`config.mk`:
```
export PLATFORM = sky130hd
export DESIGN_NAME = rem_queue
export DESIGN_NICKNAME = d
export VERILOG_FILES = /design/src/hdl/rem_pkg.sv /design/src/hdl/rem_queue.sv
export SDC_FILE = /design/constraint.sdc
export NUM_CORES = 1
export LEC_CHECK = 0
export BUFFER_PORTS_ARGS = -buffer_cell sky130_fd_sc_hd__buf_2
export CORE_MARGIN = 3
export CORE_UTILIZATION = 53
export CTS_BUF_LIST = sky130_fd_sc_hd__clkbuf_4
export CTS_CLUSTER_SIZE = 40
export DETAILED_ROUTE_END_ITERATION = 7
export PLACE_DENSITY = 0.86
export SLEW_MARGIN = 10
export SYNTH_ARGS = -nofsm -noshare
export SYNTH_HDL_FRONTEND = slang
export SYNTH_SLANG_ARGS = --single-unit
```
`constraint.sdc`:
```
create_clock -name clk -period 2.17 [get_ports clk]
set_input_delay 0.3255 -clock clk [delete_from_list [all_inputs] [get_ports clk]]
set_output_delay 0.3255 -clock clk [all_outputs]
set_load 0.02 [all_outputs]
```
`src/hdl/rem_pkg.sv`:
```
// Shared types and constants of the raster edge marker.
// No dependencies; every other file of the block imports this package.
`default_nettype none

package rem_pkg;

    localparam int CLASS_WIDTH = 32;
    localparam int CELL_W      = CLASS_WIDTH + 1;
    localparam int ROW_W       = 16;
    localparam int COL_W       = 12;
    localparam int CODE_W      = 2;
    localparam int EMODE_W     = 2;
    localparam int DIR_W       = 4;
    localparam int RCNT_W      = 16;
    localparam int CCNT_W      = 13;
    localparam int NB_COUNT    = 8;

    // Queue between the window front end and the result back end.
    localparam int Q_DEPTH = 4;
    localparam int Q_PTR_W = $clog2(Q_DEPTH);
    localparam int Q_CNT_W = Q_PTR_W + 1;

    // Result codes.
    localparam logic [CODE_W-1:0] EDGE_NOT     = 2'd0;
    localparam logic [CODE_W-1:0] EDGE_MARKED  = 2'd1;
    localparam logic [CODE_W-1:0] EDGE_NO_DATA = 2'd2;

    // Edge modes; the spare code behaves like class mode.
    localparam logic [EMODE_W-1:0] MODE_INNER = 2'd0;
    localparam logic [EMODE_W-1:0] MODE_OUTER = 2'd1;
    localparam logic [EMODE_W-1:0] MODE_CLASS = 2'd2;
    localparam logic [EMODE_W-1:0] MODE_SPARE = 2'd3;

    // Item kinds.
    localparam logic ITEM_PIXEL = 1'b0;
    localparam logic ITEM_DRAIN = 1'b1;

    // Configuration register indexes.
    localparam int CFG_IDX_W  = 2;
    localparam int CFG_DATA_W = 16;
    localparam logic [CFG_IDX_W-1:0] CFG_EDGE_MODE       = 2'd0;
    localparam logic [CFG_IDX_W-1:0] CFG_DIRECTION_COUNT = 2'd1;
    localparam logic [CFG_IDX_W-1:0] CFG_ROW_COUNT       = 2'd2;
    localparam logic [CFG_IDX_W-1:0] CFG_COLUMN_COUNT    = 2'd3;

    localparam logic [EMODE_W-1:0] RST_EDGE_MODE       = MODE_INNER;
    localparam logic [DIR_W-1:0]   RST_DIRECTION_COUNT = 4'd8;
    localparam logic [RCNT_W-1:0]  RST_ROW_COUNT       = 16'd3;
    localparam logic [CCNT_W-1:0]  RST_COLUMN_COUNT    = 13'd3;
    localparam logic [DIR_W-1:0]   DIR_MAX             = 4'd8;

    // Window position of each neighbor in check order:
    // up, left, right, down, up-left, up-right, down-left, down-right.
    localparam logic [1:0] NB_ROW [NB_COUNT] = '{2'd0, 2'd1, 2'd1, 2'd2,
                                                 2'd0, 2'd0, 2'd2, 2'd2};
    localparam logic [1:0] NB_COL [NB_COUNT] = '{2'd1, 2'd0, 2'd2, 2'd1,
                                                 2'd0, 2'd2, 2'd0, 2'd2};

    // A stored cell: valid bit above the class bits; an invalid cell is all zeros.
    typedef logic [CELL_W-1:0] cell_t;

    typedef struct packed {
        logic [EMODE_W-1:0] edge_mode;
        logic [DIR_W-1:0]   direction_count;
        logic [RCNT_W-1:0]  row_count;
        logic [CCNT_W-1:0]  column_count;
    } cfg_t;

    typedef struct packed {
        logic [ROW_W-1:0] row;
        logic [COL_W-1:0] column;
        logic             last;
        logic             interior;
    } pos_t;

    // Everything the back end needs to decide one result.
    typedef struct packed {
        pos_t                pos;
        logic                centre_valid;
        logic [NB_COUNT-1:0] nb_valid;
        logic [NB_COUNT-1:0] nb_diff;   // class differs from the up neighbor
    } job_t;

endpackage

`default_nettype wire

```
`src/hdl/rem_queue.sv`:
```
// Short job queue between the front end and the back end.
// Depends on rem_pkg.
`default_nettype none

module rem_queue (
    input  logic                         clk,
    input  logic                         rst_n,
    input  logic                         push,
    input  rem_pkg::job_t                push_job,
    input  logic                         pop,
    output logic                         not_empty,
    output rem_pkg::job_t                head_job,
    output logic [rem_pkg::Q_CNT_W-1:0]  free
);
    import rem_pkg::*;

    job_t               slot_reg [Q_DEPTH];
    logic [Q_PTR_W-1:0] wr_ptr_reg, rd_ptr_reg;
    logic [Q_CNT_W-1:0] count_reg, count_next;

    assign not_empty = (count_reg != '0);
    assign head_job  = slot_reg[rd_ptr_reg];
    assign free      = Q_CNT_W'(Q_DEPTH) - count_reg;

    always_comb
    begin
        count_next = count_reg;
        if (push && !pop)
        begin
            count_next = count_reg + Q_CNT_W'(1);
        end
        else if (pop && !push)
        begin
            count_next = count_reg - Q_CNT_W'(1);
        end
    end

    always_ff @(posedge clk or negedge rst_n)
    begin
        if (!rst_n)
        begin
            wr_ptr_reg <= '0;
            rd_ptr_reg <= '0;
            count_reg  <= '0;
        end
        else
        begin
            count_reg <= count_next;
            if (push)
            begin
                wr_ptr_reg <= wr_ptr_reg + Q_PTR_W'(1);
            end
            if (pop)
            begin
                rd_ptr_reg <= rd_ptr_reg + Q_PTR_W'(1);
            end
        end
    end

    always_ff @(posedge clk)
    begin
        if (push)
        begin
            slot_reg[wr_ptr_reg] <= push_job;
        end
    end

endmodule

`default_nettype wire

```
==> metrics.txt <==
Cells after Synth=286; net count after synthesis=345; Synth top area share=78.0%; utilization after layout=69.6%; worst hold path depth=2; die area=15,100 um^2; final hold vios=0; CP max FO=5; first-pass GRT wire length=19,500 um; largest cells by area after synthesis=edfxtp_1, mux4_2, dfrtp_1; post-route ant nets=0; Cell variety after synth=19; RSZ-0062 raised after global routing=true; most frequent cells in the layout=edfxtp_1, buf_2, buf_6, dlygate4sd3_1, mux4_2; Max Slew Vio Count=0; via count=3,491; crit path DAT=1.98 ns; Final Cycle Share=106%; relative slew slack=72.8%; status=finished with violations; number of flip-flops in the largest register=188; drt drc=0; Synth-to-Final Area Change=27.8%; clk_lat worst skew=0.57 ns; vias in the first global route=3,657; TritonRoute pass-1 iters=4; Synth Register Bits=195; H-tree Lvls=4; final setup violating endpoints=46; CTS Buf Count=17; grt ovf=0; hold crit path type=input port to register; area leader, netlist=edfxtp_1; clk buf depth=2; # fillers=826; fmax=433 MHz; Buffers on Ports=101; Die Ht=123 um; synthesized area=7240 um^2; root buffer cell=clkbuf_4; total power draw=0.0121 W; post-synthesis xor/xnor area fraction=0.726%; most common cell after layout, fill and taps aside=edfxtp_1; syn avg cell area=25.3 um^2; initial antenna violation count=0; max cap viols=0; CP required=1.84 ns; CP startpoint kind=register; maximum number of pins on one net before global-route repair=29; Via density=5.32; gp weighted congestion=0.712; register area share after synthesis=80.4%; Adder-Cell Fraction of Synth Area=1.49%; Post-Synth Simple-Gate Area=0.501%; Ys Warns=0; diodes inserted=0; DRT iter0 DRCs=293; CORE AREA=13,300 um^2; die width=123 um; PnR worst setup slack=-0.137 ns; fin crit period=2.31 ns; layout cells sized above 1=43.8%; clock sinks=195; Final Skew=0.0149 ns; multiplexer share of the synthesized area=14.9%; Post-Route WL=13,100 um; global-route usage over all layers=18.2%; Synth Area in Compound Gates=0.0692%; Fin Hold WS=0.0625 ns; Top Ports=102; Row Count=42; CP endpoint kind=output port; R2R cell count=4; Worst-path clk slew=0.13 ns; VDD IR max=0.00118 V; WL/cell=20.0 um; worst slew pin tran=0.408 ns; largest family of logic cells by synthesized area=multiplexers; Initial Util=54.4%; Cell Pwr Density=1300 nW/um^2; DP HPWL=7850 um; violated checks=negative setup slack; Leak=3.27 nW; worst setup path category=register to output port; CTS tree=done; Setup WS pre-CTS=0.277 ns; final net count=526
[final timing paths]
kind / from / endpoint / slack (ns)
worst max register to register: wr_ptr_reg[0]$_DFFE_PN0P_ / slot_reg[0][1]$_DFFE_PP_ / 0.64
worst min-delay path: push / wr_ptr_reg[0]$_DFFE_PN0P_ / 0.06
worst max-delay path: rd_ptr_reg[0]$_DFFE_PN0P_ / head_job[12] / -0.14
min in group asynchronous: rst_n / count_reg[2]$_DFFE_PN0P_ / 0.10
worst min register to register: wr_ptr_reg[0]$_DFFE_PN0P_ / wr_ptr_reg[0]$_DFFE_PN0P_ / 0.55
max in group asynchronous: rst_n / rd_ptr_reg[0]$_DFFE_PN0P_ / 1.84
[metrics by stage]
stage | TNS (ns) | area [um^2] | std cells
after floorplan | 0 | 7240 | 286
after global placement | 0 | 8040 | 564
after detailed placement | 0 | 8040 | 564
after CTS | -8.96 | 8820 | 648
after global routing | -10.20 | 9250 | 656
final | -5.05 | 9250 | 656
[layout make-up]
| cell class | instances | area (um^2) | share of cell area (%) |
|---|---|---|---|
| inverters | 9 | 33.8 | 0.365 |
| well taps | 176 | 220 | 2.38 |
| clock buffers | 20 | 150 | 1.62 |
| clock inverters | 12 | 108 | 1.16 |
| repair buffers | 174 | 1630 | 17.7 |
| flip-flops and latches | 195 | 5830 | 63.0 |
| multi-input cells | 70 | 1280 | 13.8 |
[synthesized netlist by cell type, drive strengths merged]
| library cell | n |
|---|---|
| mux2 | 1 |
| nor2 | 1 |
| ha | 7 |
| xor2 | 3 |
| o21ai | 1 |
| edfxtp | 188 |
| clkbuf | 2 |
| dfrtp | 7 |
| and2 | 4 |
| xnor2 | 3 |
| fa | 1 |
| buf | 10 |
| inv | 9 |
| nand2 | 2 |
| mux4 | 47 |
[what timing repair did]
item,4_1_cts,5_1_grt
setup endpoints to repair,47,48
gates cloned,0,4
gates resized for setup,3,105
hold buffers,49,0
setup buffers,3,4
hold endpoints to repair,196,0
[critical path, cell delays in order (launching register included)]
cell and delay (ns):
dfrtp_4 0.53, buf_8 0.15, clkbuf_16 0.16, mux4_2 0.44
buf_6 0.15
[metal layers]
metal,global-route usage (%),up-vias,part of all wire (%)
met1,23.1,1781,40
met4,6.79,0,1.5
met5,0,-,0
met3,5.94,18,5.7
met2,29.5,125,53
li1,-,1567,-
[power by group]
part           internal (W)  switching (W)  total (W)
Combinational       0.00266        0.00252    0.00518
Clock              0.000611        0.00113    0.00174
Sequential          0.00493       0.000210    0.00514
[kinds of logic (layout without fill, tap and decap cells)]
family	after synthesis	in the layout
flip-flops	195	195
multiplexers	48	48
AO/OA/AOI/OAI	1	1
AND/OR/NAND/NOR	7	7
XOR/XNOR	6	6
buffers and inverters	21	215
adder cells (fa/ha/maj)	8	8
(Power assumes the default switching activity.)
