<file path="config.mk">
export PLATFORM = sky130hd
export DESIGN_NAME = rem_back_flat
export DESIGN_NICKNAME = d
export VERILOG_FILES = /design/src/hdl/rem_pkg.sv /design/src/hdl/rem_stream_if.sv /design/src/hdl/rem_back.sv /design/src/flat_wrapper.sv
export SDC_FILE = /design/constraint.sdc
export NUM_CORES = 1
export LEC_CHECK = 0
export BUFFER_PORTS_ARGS = -buffer_cell sky130_fd_sc_hd__buf_4
export CELL_PAD_IN_SITES_DETAIL_PLACEMENT = 0
export CELL_PAD_IN_SITES_GLOBAL_PLACEMENT = 1
export CORE_MARGIN = 1
export CORE_UTILIZATION = 23
export DETAILED_ROUTE_END_ITERATION = 6
export PLACE_DENSITY_LB_ADDON = 0.12
export SETUP_SLACK_MARGIN = 0.2
export SLEW_MARGIN = 0
export SYNTH_ARGS = -nofsm -noshare
export SYNTH_HDL_FRONTEND = slang
export SYNTH_SLANG_ARGS = --single-unit
</file>
<file path="constraint.sdc">
create_clock -name clk -period 1.8 [get_ports clk]
set_clock_uncertainty 0.2 [all_clocks]
set_input_delay 0.18 -clock clk [delete_from_list [all_inputs] [get_ports clk]]
set_output_delay 0.18 -clock clk [all_outputs]
set_load 0.03 [all_outputs]
</file>
<file path="src/hdl/rem_pkg.sv">
// Shared types and constants of the raster edge marker.
// No dependencies; every other file of the block imports this package.
`default_nettype none

package rem_pkg;

    localparam int CLASS_WIDTH = 32;
    localparam int CELL_W      = CLASS_WIDTH + 1;
    localparam int ROW_W       = 16;
    localparam int COL_W       = 12;
    localparam int CODE_W      = 2;
    localparam int EMODE_W     = 2;
    localparam int DIR_W       = 4;
    localparam int RCNT_W      = 16;
    localparam int CCNT_W      = 13;
    localparam int NB_COUNT    = 8;

    // Queue between the window front end and the result back end.
    localparam int Q_DEPTH = 4;
    localparam int Q_PTR_W = $clog2(Q_DEPTH);
    localparam int Q_CNT_W = Q_PTR_W + 1;

    // Result codes.
    localparam logic [CODE_W-1:0] EDGE_NOT     = 2'd0;
    localparam logic [CODE_W-1:0] EDGE_MARKED  = 2'd1;
    localparam logic [CODE_W-1:0] EDGE_NO_DATA = 2'd2;

    // Edge modes; the spare code behaves like class mode.
    localparam logic [EMODE_W-1:0] MODE_INNER = 2'd0;
    localparam logic [EMODE_W-1:0] MODE_OUTER = 2'd1;
    localparam logic [EMODE_W-1:0] MODE_CLASS = 2'd2;
    localparam logic [EMODE_W-1:0] MODE_SPARE = 2'd3;

    // Item kinds.
    localparam logic ITEM_PIXEL = 1'b0;
    localparam logic ITEM_DRAIN = 1'b1;

    // Configuration register indexes.
    localparam int CFG_IDX_W  = 2;
    localparam int CFG_DATA_W = 16;
    localparam logic [CFG_IDX_W-1:0] CFG_EDGE_MODE       = 2'd0;
    localparam logic [CFG_IDX_W-1:0] CFG_DIRECTION_COUNT = 2'd1;
    localparam logic [CFG_IDX_W-1:0] CFG_ROW_COUNT       = 2'd2;
    localparam logic [CFG_IDX_W-1:0] CFG_COLUMN_COUNT    = 2'd3;

    localparam logic [EMODE_W-1:0] RST_EDGE_MODE       = MODE_INNER;
    localparam logic [DIR_W-1:0]   RST_DIRECTION_COUNT = 4'd8;
    localparam logic [RCNT_W-1:0]  RST_ROW_COUNT       = 16'd3;
    localparam logic [CCNT_W-1:0]  RST_COLUMN_COUNT    = 13'd3;
    localparam logic [DIR_W-1:0]   DIR_MAX             = 4'd8;

    // Window position of each neighbor in check order:
    // up, left, right, down, up-left, up-right, down-left, down-right.
    localparam logic [1:0] NB_ROW [NB_COUNT] = '{2'd0, 2'd1, 2'd1, 2'd2,
                                                 2'd0, 2'd0, 2'd2, 2'd2};
    localparam logic [1:0] NB_COL [NB_COUNT] = '{2'd1, 2'd0, 2'd2, 2'd1,
                                                 2'd0, 2'd2, 2'd0, 2'd2};

    // A stored cell: valid bit above the class bits; an invalid cell is all zeros.
    typedef logic [CELL_W-1:0] cell_t;

    typedef struct packed {
        logic [EMODE_W-1:0] edge_mode;
        logic [DIR_W-1:0]   direction_count;
        logic [RCNT_W-1:0]  row_count;
        logic [CCNT_W-1:0]  column_count;
    } cfg_t;

    typedef struct packed {
        logic [ROW_W-1:0] row;
        logic [COL_W-1:0] column;
        logic             last;
        logic             interior;
    } pos_t;

    // Everything the back end needs to decide one result.
    typedef struct packed {
        pos_t                pos;
        logic                centre_valid;
        logic [NB_COUNT-1:0] nb_valid;
        logic [NB_COUNT-1:0] nb_diff;   // class differs from the up neighbor
    } job_t;

endpackage

`default_nettype wire

</file>
<file path="src/hdl/rem_stream_if.sv">
// Valid/ready stream interfaces for pixel items and edge results.
// Depends on rem_pkg for field widths.
`default_nettype none


interface rem_result_if;
    import rem_pkg::*;
    logic              valid;
    logic              ready;
    logic [CODE_W-1:0] edge_code;
    logic [ROW_W-1:0]  out_row;
    logic [COL_W-1:0]  out_column;
    logic              frame_last;

    modport source (output valid, output edge_code, output out_row, output out_column,
                    output frame_last, input ready);
    modport sink   (input valid, input edge_code, input out_row, input out_column,
                    input frame_last, output ready);
endinterface

`default_nettype wire

</file>
<file path="src/hdl/rem_back.sv">
// Back end: applies the edge rule of the configured mode to a queued job and
// holds the result in the output register until the sink takes it.
// Depends on rem_pkg and rem_result_if.
`default_nettype none

module rem_back (
    input  logic          clk,
    input  logic          rst_n,
    input  rem_pkg::cfg_t cfg,
    input  logic          q_valid,
    input  rem_pkg::job_t q_job,
    output logic          pop,
    rem_result_if.source  res
);
    import rem_pkg::*;

    logic [DIR_W-1:0]    dir_eff;
    logic [NB_COUNT-1:0] check_mask;
    logic [NB_COUNT-1:0] differ;
    logic                any_invalid;
    logic                class_hit;
    logic [CODE_W-1:0]   code;

    logic              out_valid_reg;
    logic [CODE_W-1:0] code_reg;
    pos_t              pos_reg;

    always_comb
    begin
        dir_eff = (cfg.direction_count > DIR_MAX) ? DIR_MAX : cfg.direction_count;
        for (int k = 0; k < NB_COUNT; k++)
        begin
            check_mask[k] = DIR_W'(k) < dir_eff;
        end
        any_invalid = |(~q_job.nb_valid & check_mask);
        // In class mode an invalid reference makes every later neighbor differ.
        differ    = ~q_job.nb_valid | q_job.nb_diff | {NB_COUNT{~q_job.nb_valid[0]}};
        class_hit = |(differ & check_mask & ~NB_COUNT'(1));

        unique case (cfg.edge_mode) inside
            MODE_INNER:
            begin
                if (!q_job.centre_valid)
                begin
                    code = EDGE_NO_DATA;
                end
                else
                begin
                    code = any_invalid ? EDGE_MARKED : EDGE_NOT;
                end
            end
            MODE_OUTER:
            begin
                code = (!q_job.centre_valid && any_invalid) ? EDGE_MARKED : EDGE_NOT;
            end
            MODE_CLASS, MODE_SPARE:
            begin
                if (class_hit)
                begin
                    code = EDGE_MARKED;
                end
                else
                begin
                    code = q_job.nb_valid[0] ? EDGE_NOT : EDGE_NO_DATA;
                end
            end
        endcase

        if (!q_job.pos.interior)
        begin
            code = EDGE_NO_DATA;
        end
    end

    assign pop = q_valid && (!out_valid_reg || res.ready);

    always_ff @(posedge clk or negedge rst_n)
    begin
        if (!rst_n)
        begin
            out_valid_reg <= 1'b0;
        end
        else if (pop)
        begin
            out_valid_reg <= 1'b1;
        end
        else if (res.ready)
        begin
            out_valid_reg <= 1'b0;
        end
    end

    always_ff @(posedge clk)
    begin
        if (pop)
        begin
            code_reg <= code;
            pos_reg  <= q_job.pos;
        end
    end

    assign res.valid      = out_valid_reg;
    assign res.edge_code  = code_reg;
    assign res.out_row    = pos_reg.row;
    assign res.out_column = pos_reg.column;
    assign res.frame_last = pos_reg.last;

endmodule

`default_nettype wire

</file>
<file path="src/flat_wrapper.sv">
// flat-port wrapper written by rule: the top's interface ports become plain ports
module rem_back_flat import rem_pkg::*;
  (clk, rst_n, cfg, q_valid, q_job, pop, res_valid, res_edge_code, res_out_row, res_out_column, res_frame_last, res_ready);
  rem_result_if res_i ();
  input  logic clk;
  input  logic rst_n;
  input  rem_pkg::cfg_t cfg;
  input  logic q_valid;
  input  rem_pkg::job_t q_job;
  output logic pop;
  output wire logic [$bits(res_i.valid)-1:0] res_valid;
  output wire logic [$bits(res_i.edge_code)-1:0] res_edge_code;
  output wire logic [$bits(res_i.out_row)-1:0] res_out_row;
  output wire logic [$bits(res_i.out_column)-1:0] res_out_column;
  output wire logic [$bits(res_i.frame_last)-1:0] res_frame_last;
  input wire logic [$bits(res_i.ready)-1:0] res_ready;
  assign res_valid = res_i.valid;
  assign res_edge_code = res_i.edge_code;
  assign res_out_row = res_i.out_row;
  assign res_out_column = res_i.out_column;
  assign res_frame_last = res_i.frame_last;
  assign res_i.ready = res_ready;
  rem_back u_core (.clk(clk), .rst_n(rst_n), .cfg(cfg), .q_valid(q_valid), .q_job(q_job), .pop(pop), .res(res_i));
endmodule
</file>
==> results.tsv, run 1 <==
metric	value	unit
status	complete, no violations	
die_area	5550	um^2
via_per_inst	4.22	
endpoint_kind	flip-flop	
cp_max_fo	3	
synth_seq_cells	32	
avgSynthCellArea	16.6	um^2
start_util	0.238	
synth.lib_cells_used.distinct	25	
slowest_stage	or4_1	
syn-num-nets	159	
drcViolationCount	0	
final-setup-viol-count	0	
timing.fmax	0.605	GHz
clock_path_buffers	2	
cts_tree	done	
cp_top_family	simple AND/OR/NAND/NOR gates	
yosys_warnings	0	
rows	26	
min_path_type	in -> reg	
drive_above_1_share	0.519	
final_cell_mix	buf_4, dlygate4sd3_1, edfxtp_1	
syn-instance-count	73	
core_area	5070	um^2
reg2reg_from	u_core.res.valid$_DFFE_PN0P_	
wl	3650	um
first_pass_iters	4	
grt_max_degree	24	
antenna_found_initial	0	
grt_remaining_overflow	0	
portBuffers	88	
vdd_drop_max	0.358	mV
hold_ws	0.00191	ns
nNetsFinal	297	
timing.rr.end	u_core.res.out_column[2]$_DFFE_PP_	
worstPathCellList	buf_6 -> or2_4 -> a2bb2oi_2 -> a2bb2oi_2 -> or4_1 -> a32o_1	
diodes	0	
chipWidth	74.5	um
cts.reportedPaths.clkPinSlew	0.06	ns
instances_no_fill	282	
placedCellCount	240	
hold_depth	2	
hold_end	u_core.res.edge_code[1]$_SDFFCE_PN1P_	
drt_iter0_markers	33	
tightest_slew	0.307	ns
cts_root_buffer	clkbuf_8	
cts_num_sinks	32	
slew_headroom	0.793	
worstSetupStartpointType	input pin	
fillers	481	
grt_first_pass_wirelength	5290	um
syn_to_final_growth	109	%
min-delay-start	q_job[17]	
clk_latency	0.27	ns
grt_pass1_vias	1229	
critPathArrivalTime	1.48	ns
hpwl	2470	um
r2r_cells	4	
synth_area	1210	um^2
h-tree-depth	2	
cts_buffers	5	
crit_path_frequent_cell	a2bb2oi_2	
ant_nets	0	
ys_seq_area_frac	0.791	
drt-wirelength-per-cell	12.9	um
slew_viol_final	0	
min_period	1.65	ns
mostFrequentLayoutCell	buf_4	
reg2reg_setup_slack	0.36	ns
num_io_pins	119	
gp_congestion	0.759	
max_cap_viol_count	0	
leakage	1.10	nW
critPathKind	in -> reg	
vias	1190	
grt_setup_unrepaired	true	
finalCritPeriodShare	0.918	
slowest_delay	0.49	ns
grt_use_total	0.131	
die_h	74.5	um
cp.buffers_inverters	1	
finalHoldViolations	0	
required	1.63	ns
p_per_area	768	nW/um^2
-- worst max-delay path by stage --
| stage | start | end | cells past startpoint |
|---|---|---|---|
| 3_3_place_gp | cfg[31] | u_core.res.edge_code[0]$_SDFFCE_PN0P_ | 6 |
| 3_5_place_dp | cfg[31] | u_core.res.edge_code[0]$_SDFFCE_PN0P_ | 6 |
| 2_1_floorplan | cfg[31] | u_core.res.edge_code[0]$_SDFFCE_PN0P_ | 5 |
| 4_1_cts | cfg[31] | u_core.res.edge_code[0]$_SDFFCE_PN0P_ | 6 |
| 6_report | cfg[31] | u_core.res.edge_code[0]$_SDFFCE_PN0P_ | 6 |
| 5_1_grt | q_job[2] | u_core.res.edge_code[0]$_SDFFCE_PN0P_ | 6 |
-- synth_stat cells --
| library cell | n | area [um^2] |
|---|---|---|
| nand2_1 | 1 | 3.75 |
| o22ai_1 | 1 | 6.26 |
| inv_1 | 6 | 22.5 |
| a2bb2oi_1 | 2 | 17.5 |
| a21oi_1 | 3 | 15.0 |
| a211oi_1 | 1 | 7.51 |
| and3_1 | 1 | 6.26 |
| a21boi_0 | 1 | 7.51 |
| nand3b_1 | 2 | 15.0 |
| nand2b_1 | 2 | 12.5 |
| dfrtp_1 | 1 | 25.0 |
| o21ai_0 | 4 | 20.0 |
| nand3_1 | 2 | 10.0 |
| o311ai_0 | 1 | 8.76 |
| a31oi_1 | 4 | 25.0 |
| nor2_1 | 1 | 3.75 |
| or3_1 | 1 | 6.26 |
| and2_1 | 1 | 6.26 |
| a32o_1 | 1 | 10.0 |
| edfxtp_1 | 31 | 931 |
| or2_1 | 1 | 6.26 |
| or4_1 | 1 | 7.51 |
| xor2_1 | 1 | 8.76 |
| o41ai_1 | 1 | 8.76 |
| and3b_1 | 2 | 17.5 |
-- power breakdown --
part / internal, W / switching, W / leakage [nW] / total, W
Combinational: 0.000220 / 0.000185 / 0.734 / 0.000405
Clock: 0.000410 / 0.000248 / 0.0552 / 0.000658
Sequential: 0.000867 / 0.0000109 / 0.306 / 0.000878
Total: 0.00150 / 0.000444 / 1.10 / 0.00194
-- cell type report --
type                    instances  area [um^2]  area share
clock buffers                   6         72.6      0.0287
flip-flops and latches         32          956       0.378
repair buffers                131         1100       0.435
clock inverters                 2         35.0      0.0139
multi-input cells              35          255       0.101
inverters                       6         22.5     0.00891
well taps                      70         87.6      0.0347
-- flip-flops by register name (all words and copies together), names as in the netlist --
name,count
u_core.res.out_row,16
u_core.res.frame_last,1
u_core.res.edge_code,2
u_core.res.out_column,12
u_core.res.valid,1
-- metrics by stage --
stage               area [um^2]  TNS (ns)  power, W  setup slack (ns)   util
global route               2530         0   0.00202             0.118  0.498
global placement           2040    -0.238   0.00122            -0.175  0.402
detailed placement         2040    -0.251   0.00122            -0.187  0.402
finish                     2530         0   0.00194             0.148  0.498
floorplan                  1210   -0.0159   0.00103           -0.0159      -
CTS                        2480         0   0.00195             0.140  0.489
-- cells by family after synthesis --
logic type	after synthesis	share of synthesized area
AOI/OAI and AO/OA	19	0.105
xor gates and xnor gates	1	0.00725
buffers and inverters	6	0.0186
DFF	32	0.791
and+or+nand+nor	15	0.0787
-- timing repair --
action                                  4_1_cts  5_1_grt
hold endpoints to repair                     31        0
pin swaps                                     1        1
endpoints found under the setup margin        1        3
hold buffers                                 33        0
setup buffers                                 0        1
resized for setup                             1        7
-- routing by layer --
layer	vias to the layer above	global-route usage	wire length, um
li1	563	-	-
met1	546	0.133	1360
met2	73	0.239	1900
met3	8	0.0352	296
met4	0	0.0755	88
met5	-	0	0
(Power assumes the default switching activity.)
==> run 2, diff against run 1 <==
CTS_CLUSTER_SIZE = 16   (was unset)
SETUP_SLACK_MARGIN = unset   (was 0.2)
==> results.tsv, run 2 (synthesis results as in run 1) <==
metric	value	unit	change
setup_ws	0.0976	ns	-0.0503 ns
cts.reportedPaths.clkPinSlew	0.06	ns	about the same
intPower	0.00134	W	-10%
r2r_cells	3		-1
dp_slack	-0.181	ns	+0.00643 ns
clock_path_buffers	2		unchanged
p_total	0.00176	W	-9.1%
leakage	1.07	nW	-2.0%
comb_power_share	0.223		+0.015
grt_pass1_vias	1128		-8.2%
final-setup-viol-count	0		unchanged
final_util	0.487		-0.0113
slew_viol_final	0		unchanged
finalCritPeriodShare	0.946		+0.0279
portBuffers	88		unchanged
slew_headroom	0.784		-0.00931
cp_top_family	flip-flops		
timing.rr.end	u_core.res.frame_last$_DFFE_PP_		
diodes	0		unchanged
largest_reg_flops	16		unchanged
drt_iter0_markers	39		+18%
start_util	0.238		unchanged
worstSetupStartpointType	flip-flop		
reg2reg_from	u_core.res.valid$_DFFE_PN0P_		
grt_setup_unrepaired	false		
cts_root_buffer	clkbuf_8		
cts_buffers	5		unchanged
tightest_slew	0.320	ns	+0.0133 ns
max_cap_viol_count	0		unchanged
worstPathCellList	nand2b_1 -> and2_4 -> buf_12 -> buf_4		
gp_congestion	0.812		+7.0%
grt_remaining_overflow	0		unchanged
rows	26		unchanged
syn_to_final_growth	104	%	
endpoint_kind	output pin		
ant_nets	0		unchanged
fillers	479		-0.42%
required	1.42	ns	-0.21 ns
final_cell_mix	buf_4, dlygate4sd3_1, edfxtp_1		
cts_num_sinks	32		unchanged
finalHoldViolations	0		unchanged
antenna_found_initial	0		unchanged
num_io_pins	119		unchanged
drcViolationCount	0		unchanged
via_per_inst	4.28		+1.4%
grt_max_degree	27		+13%
hpwl	2380	um	-3.8%
grt_first_pass_wirelength	4840	um	-8.5%
first_pass_iters	4		unchanged
nNetsFinal	296		-0.34%
drt-wirelength-per-cell	12.2	um	-5.8%
critPathKind	reg -> out		
p_per_area	714	nW/um^2	-7.0%
switchingPower	0.000420	W	-5.3%
min_period	1.70	ns	+0.0503 ns
timing.fmax	0.587	GHz	-3.0%
wl	3410	um	-6.4%
switching_share	0.238		+0.00958
chipWidth	74.5	um	unchanged
slowest_stage	dfrtp_1		
clk_latency	0.27	ns	about the same
reg2reg_setup_slack	0.41	ns	+0.05 ns
power.share.sequential	0.498		+0.046
core_area	5070	um^2	unchanged
mostFrequentLayoutCell	buf_4		
cp_max_fo	13		+10
clockPowerShare	0.279		-0.060
status	complete, no violations		
drive_above_1_share	0.505		-0.0141
cp.buffers_inverters	2		+1
cts_tree	done		
min_path_type	in -> async		
critPathArrivalTime	1.32	ns	-0.16 ns
h-tree-depth	2		unchanged
die_h	74.5	um	unchanged
slowest_delay	0.38	ns	-0.11 ns
die_area	5550	um^2	unchanged
vdd_drop_max	0.241	mV	-33%
vias	1198		+0.67%
grt_use_total	0.118		-0.0125
[run 2: changes by cell type in the layout (fill, tap and decap cells not counted), moves of 2 or more]
cell       delta
buf_6         -2
a2bb2oi_1     +2
a2bb2oi_2     -2
buf_4         +2
[run 2: per-stage QoR]
stage	hold slack [ns]	cell area [um^2]	TNS, ns	instances
detailed placement	-0.243	2040	-0.265	240
CTS	0.00725	2440	0	279
global route	0.0308	2470	0	280
finish	0.0194	2470	0	280
floorplan	-0.316	1210	-0.0159	73
global placement	-0.244	2040	-0.236	240
[run 2: final cells by class]
| class | count | area (um^2) | share of cell area |
|---|---|---|---|
| multi-input combinational | 35 | 240 | 0.0973 |
| sequential | 32 | 956 | 0.387 |
| inverter | 6 | 22.5 | 0.00912 |
| tap | 70 | 87.6 | 0.0355 |
| clock inverter | 1 | 5.00 | 0.00203 |
| clock buffer | 6 | 72.6 | 0.0294 |
| timing repair buffer | 130 | 1090 | 0.440 |
[run 2: per-layer routing]
metal / GRT usage / wire [um] / vias up
met5: 0 / 0 / -
met4: 0.0608 / 87 / 0
met3: 0.0339 / 281 / 7
met2: 0.222 / 1840 / 71
met1: 0.117 / 1200 / 559
li1: - / - / 561
[run 2: worst max-delay path by stage]
| stage | endpoint | from | slack, ns | depth (start not counted) |
|---|---|---|---|---|
| floorplan | u_core.res.edge_code[0]$_SDFFCE_PN0P_ | cfg[31] | -0.02 | 5 |
| global placement | u_core.res.edge_code[0]$_SDFFCE_PN0P_ | cfg[31] | -0.18 | 6 |
| detailed placement | u_core.res.edge_code[0]$_SDFFCE_PN0P_ | cfg[31] | -0.18 | 6 |
| CTS | pop | u_core.res.valid$_DFFE_PN0P_ | 0.03 | 4 |
| global route | pop | u_core.res.valid$_DFFE_PN0P_ | 0.01 | 4 |
| finish | pop | u_core.res.valid$_DFFE_PN0P_ | 0.1 | 4 |
[run 2: timing repair]
| action | in CTS | in global routing |
|---|---|---|
| gates cloned | 0 | 1 |
| pin swaps | 0 | 0 |
| setup buffers | 0 | 0 |
| endpoints found under the hold margin | 31 | 0 |
| endpoints found under the setup margin | 1 | 2 |
| gates resized for setup | 1 | 1 |
| hold buffers | 32 | 0 |
[run 2: power groups by stage]
stage / registers (W) / logic [W] / clock network, W
2_1_floorplan: 0.000977 / 0.0000502 / 0
3_3_place_gp: 0.000893 / 0.000323 / 0
3_5_place_dp: 0.000895 / 0.000326 / 0
4_1_cts: 0.000879 / 0.000385 / 0.000517
5_1_grt: 0.000882 / 0.000419 / 0.000537
6_report: 0.000879 / 0.000393 / 0.000492
==> run 3, diff against run 2 <==
CORE_UTILIZATION = 25   (was 23)
RECOVER_POWER = 50   (was unset)
clock period = 1.95 ns   (was 1.8 ns; I/O delays follow)
==> results.tsv, run 3 (synthesis results as in run 1) <==
metric	value	unit	change
grt_remaining_overflow	0		unchanged
vdd_drop_max	0.452	mV	+88%
slew_viol_final	0		unchanged
core_area	4500	um^2	-11%
drive_above_1_share	0.409		-0.0961
fillers	413		-14%
slew_headroom	0.728		-0.0562
first_pass_iters	4		unchanged
setup_ws	0.0913	ns	-0.00628 ns
clock_path_buffers	2		unchanged
start_util	0.268		+0.0302
crit_path_frequent_cell	buf_4		
dp_slack	-0.106	ns	+0.0745 ns
cts_buffers	5		unchanged
ant_nets	0		unchanged
grt_setup_unrepaired	false		
post_cts_buffers	0		unchanged
required	1.55	ns	+0.13 ns
status	complete, no violations		
p_total	0.00176	W	-0.20%
timing.fmax	0.538	GHz	
cts.reportedPaths.clkPinSlew	0.06	ns	about the same
leakage	0.995	nW	-7.4%
grt_max_degree	15		-44%
drt_iter0_markers	57		+46%
worstPathCellList	dlygate4sd3_1 -> buf_4 -> and2_2 -> buf_4		
diodes	0		unchanged
antenna_found_initial	0		unchanged
cts_root_buffer	clkbuf_8		
die_h	71.5	um	-4.0%
finalCritPeriodShare	0.953		
regArea	956	um^2	unchanged
h-tree-depth	2		unchanged
instances_no_fill	260		-7.1%
slowest_delay	0.52	ns	+0.14 ns
tightest_slew	0.408	ns	+0.0883 ns
worstSetupStartpointType	input pin		
finalHoldViolations	0		unchanged
wl	3420	um	+0.26%
clk_latency	0.27	ns	about the same
final_util	0.527		+0.0403
design_area	2370	um^2	-3.9%
cp_max_fo	14		+1
placedCellCount	220		-8.3%
die_area	5120	um^2	-7.8%
postCtsResizedCells	0		-1
num_io_pins	119		unchanged
gp_congestion	0.769		-5.2%
p_per_area	742	nW/um^2	+3.8%
cts_tree	done		
final_cell_mix	buf_4, dlygate4sd3_1, edfxtp_1		
mostFrequentLayoutCell	buf_4		
via_per_inst	4.36		+1.9%
grt_pass1_vias	1197		+6.1%
grt_use_total	0.142		+0.0237
rows	24		-7.7%
placed_area	2010	um^2	-1.2%
hpwl	2400	um	+0.84%
largest_reg_flops	16		unchanged
max_cap_viol_count	0		unchanged
reg2reg_setup_slack	0.39	ns	-0.02 ns
drcViolationCount	0		unchanged
multi_input_area	231	um^2	-3.6%
critPathKind	in -> out		
portBuffers	88		unchanged
nNetsFinal	293		-1.0%
slowest_stage	dlygate4sd3_1		
drt-wirelength-per-cell	13.2	um	+8.0%
critPathArrivalTime	1.46	ns	+0.14 ns
min_path_type	in -> reg		
vias	1134		-5.3%
grt_first_pass_wirelength	5550	um	+15%
final-setup-viol-count	0		unchanged
endpoint_kind	output pin		
cts_num_sinks	32		unchanged
min_period	1.86	ns	
syn_to_final_growth	96.4	%	
chipWidth	71.5	um	-4.0%
-- run 3: changes by cell type in the layout (fill, tap and decap cells not counted), sizes merged --
cell	change
buf	-50
bufinv	+1
clkbuf	+47
-- run 3: layout make-up --
type                            instances  share of cell area
Clock buffer                            6              0.0306
Clock inverter                          2              0.0148
Inverter                                6             0.00949
Multi-Input combinational cell         35              0.0975
Sequential cell                        32               0.403
Tap cell                               52              0.0274
Timing Repair Buffer                  127               0.418
-- run 3: power breakdown --
group          leakage [nW]  total (W)  switching (W)  internal, W
Sequential            0.306   0.000811     0.00000996     0.000801
Combinational         0.633   0.000337       0.000163     0.000174
Clock                0.0552   0.000613       0.000234     0.000379
-- run 3: repair_timing --
item,4_1_cts,5_1_grt
hold buffers,32,0
setup endpoints to repair,0,0
endpoints found under the hold margin,31,0
-- run 3: worst paths after layout --
path,startpoint,endpoint,cells after the start
min,q_job[17],u_core.res.edge_code[1]$_SDFFCE_PN1P_,2
max in group asynchronous,rst_n,u_core.res.valid$_DFFE_PN0P_,2
max reg2reg,u_core.res.valid$_DFFE_PN0P_,u_core.res.out_column[8]$_DFFE_PP_,3
min in group asynchronous,rst_n,u_core.res.valid$_DFFE_PN0P_,2
min reg2reg,u_core.res.valid$_DFFE_PN0P_,u_core.res.out_row[8]$_DFFE_PP_,2
max,q_valid,pop,4
-- run 3: stage by stage --
stage	hold slack, ns	setup TNS (ns)
finish	0.0248	0
CTS	0.0107	0
floorplan	-0.301	0
global placement	-0.229	-0.101
global route	0.0349	0
detailed placement	-0.228	-0.106
-- run 3: critical path: cells and delay by family --
kind	cells	cell delay [ns]
and+or+nand+nor	1	0.39
buffers and inverters	3	0.86
-- run 3: routing by layer --
metal / GRT usage / routed length [um] / share of wire / vias to the layer above
li1: - / - / - / 556
met1: 0.156 / 1360 / 0.40 / 516
met3: 0.0478 / 247 / 0.072 / 6
met2: 0.258 / 1780 / 0.52 / 56
met4: 0.0458 / 44 / 0.013 / 0
met5: 0 / 0 / 0 / -
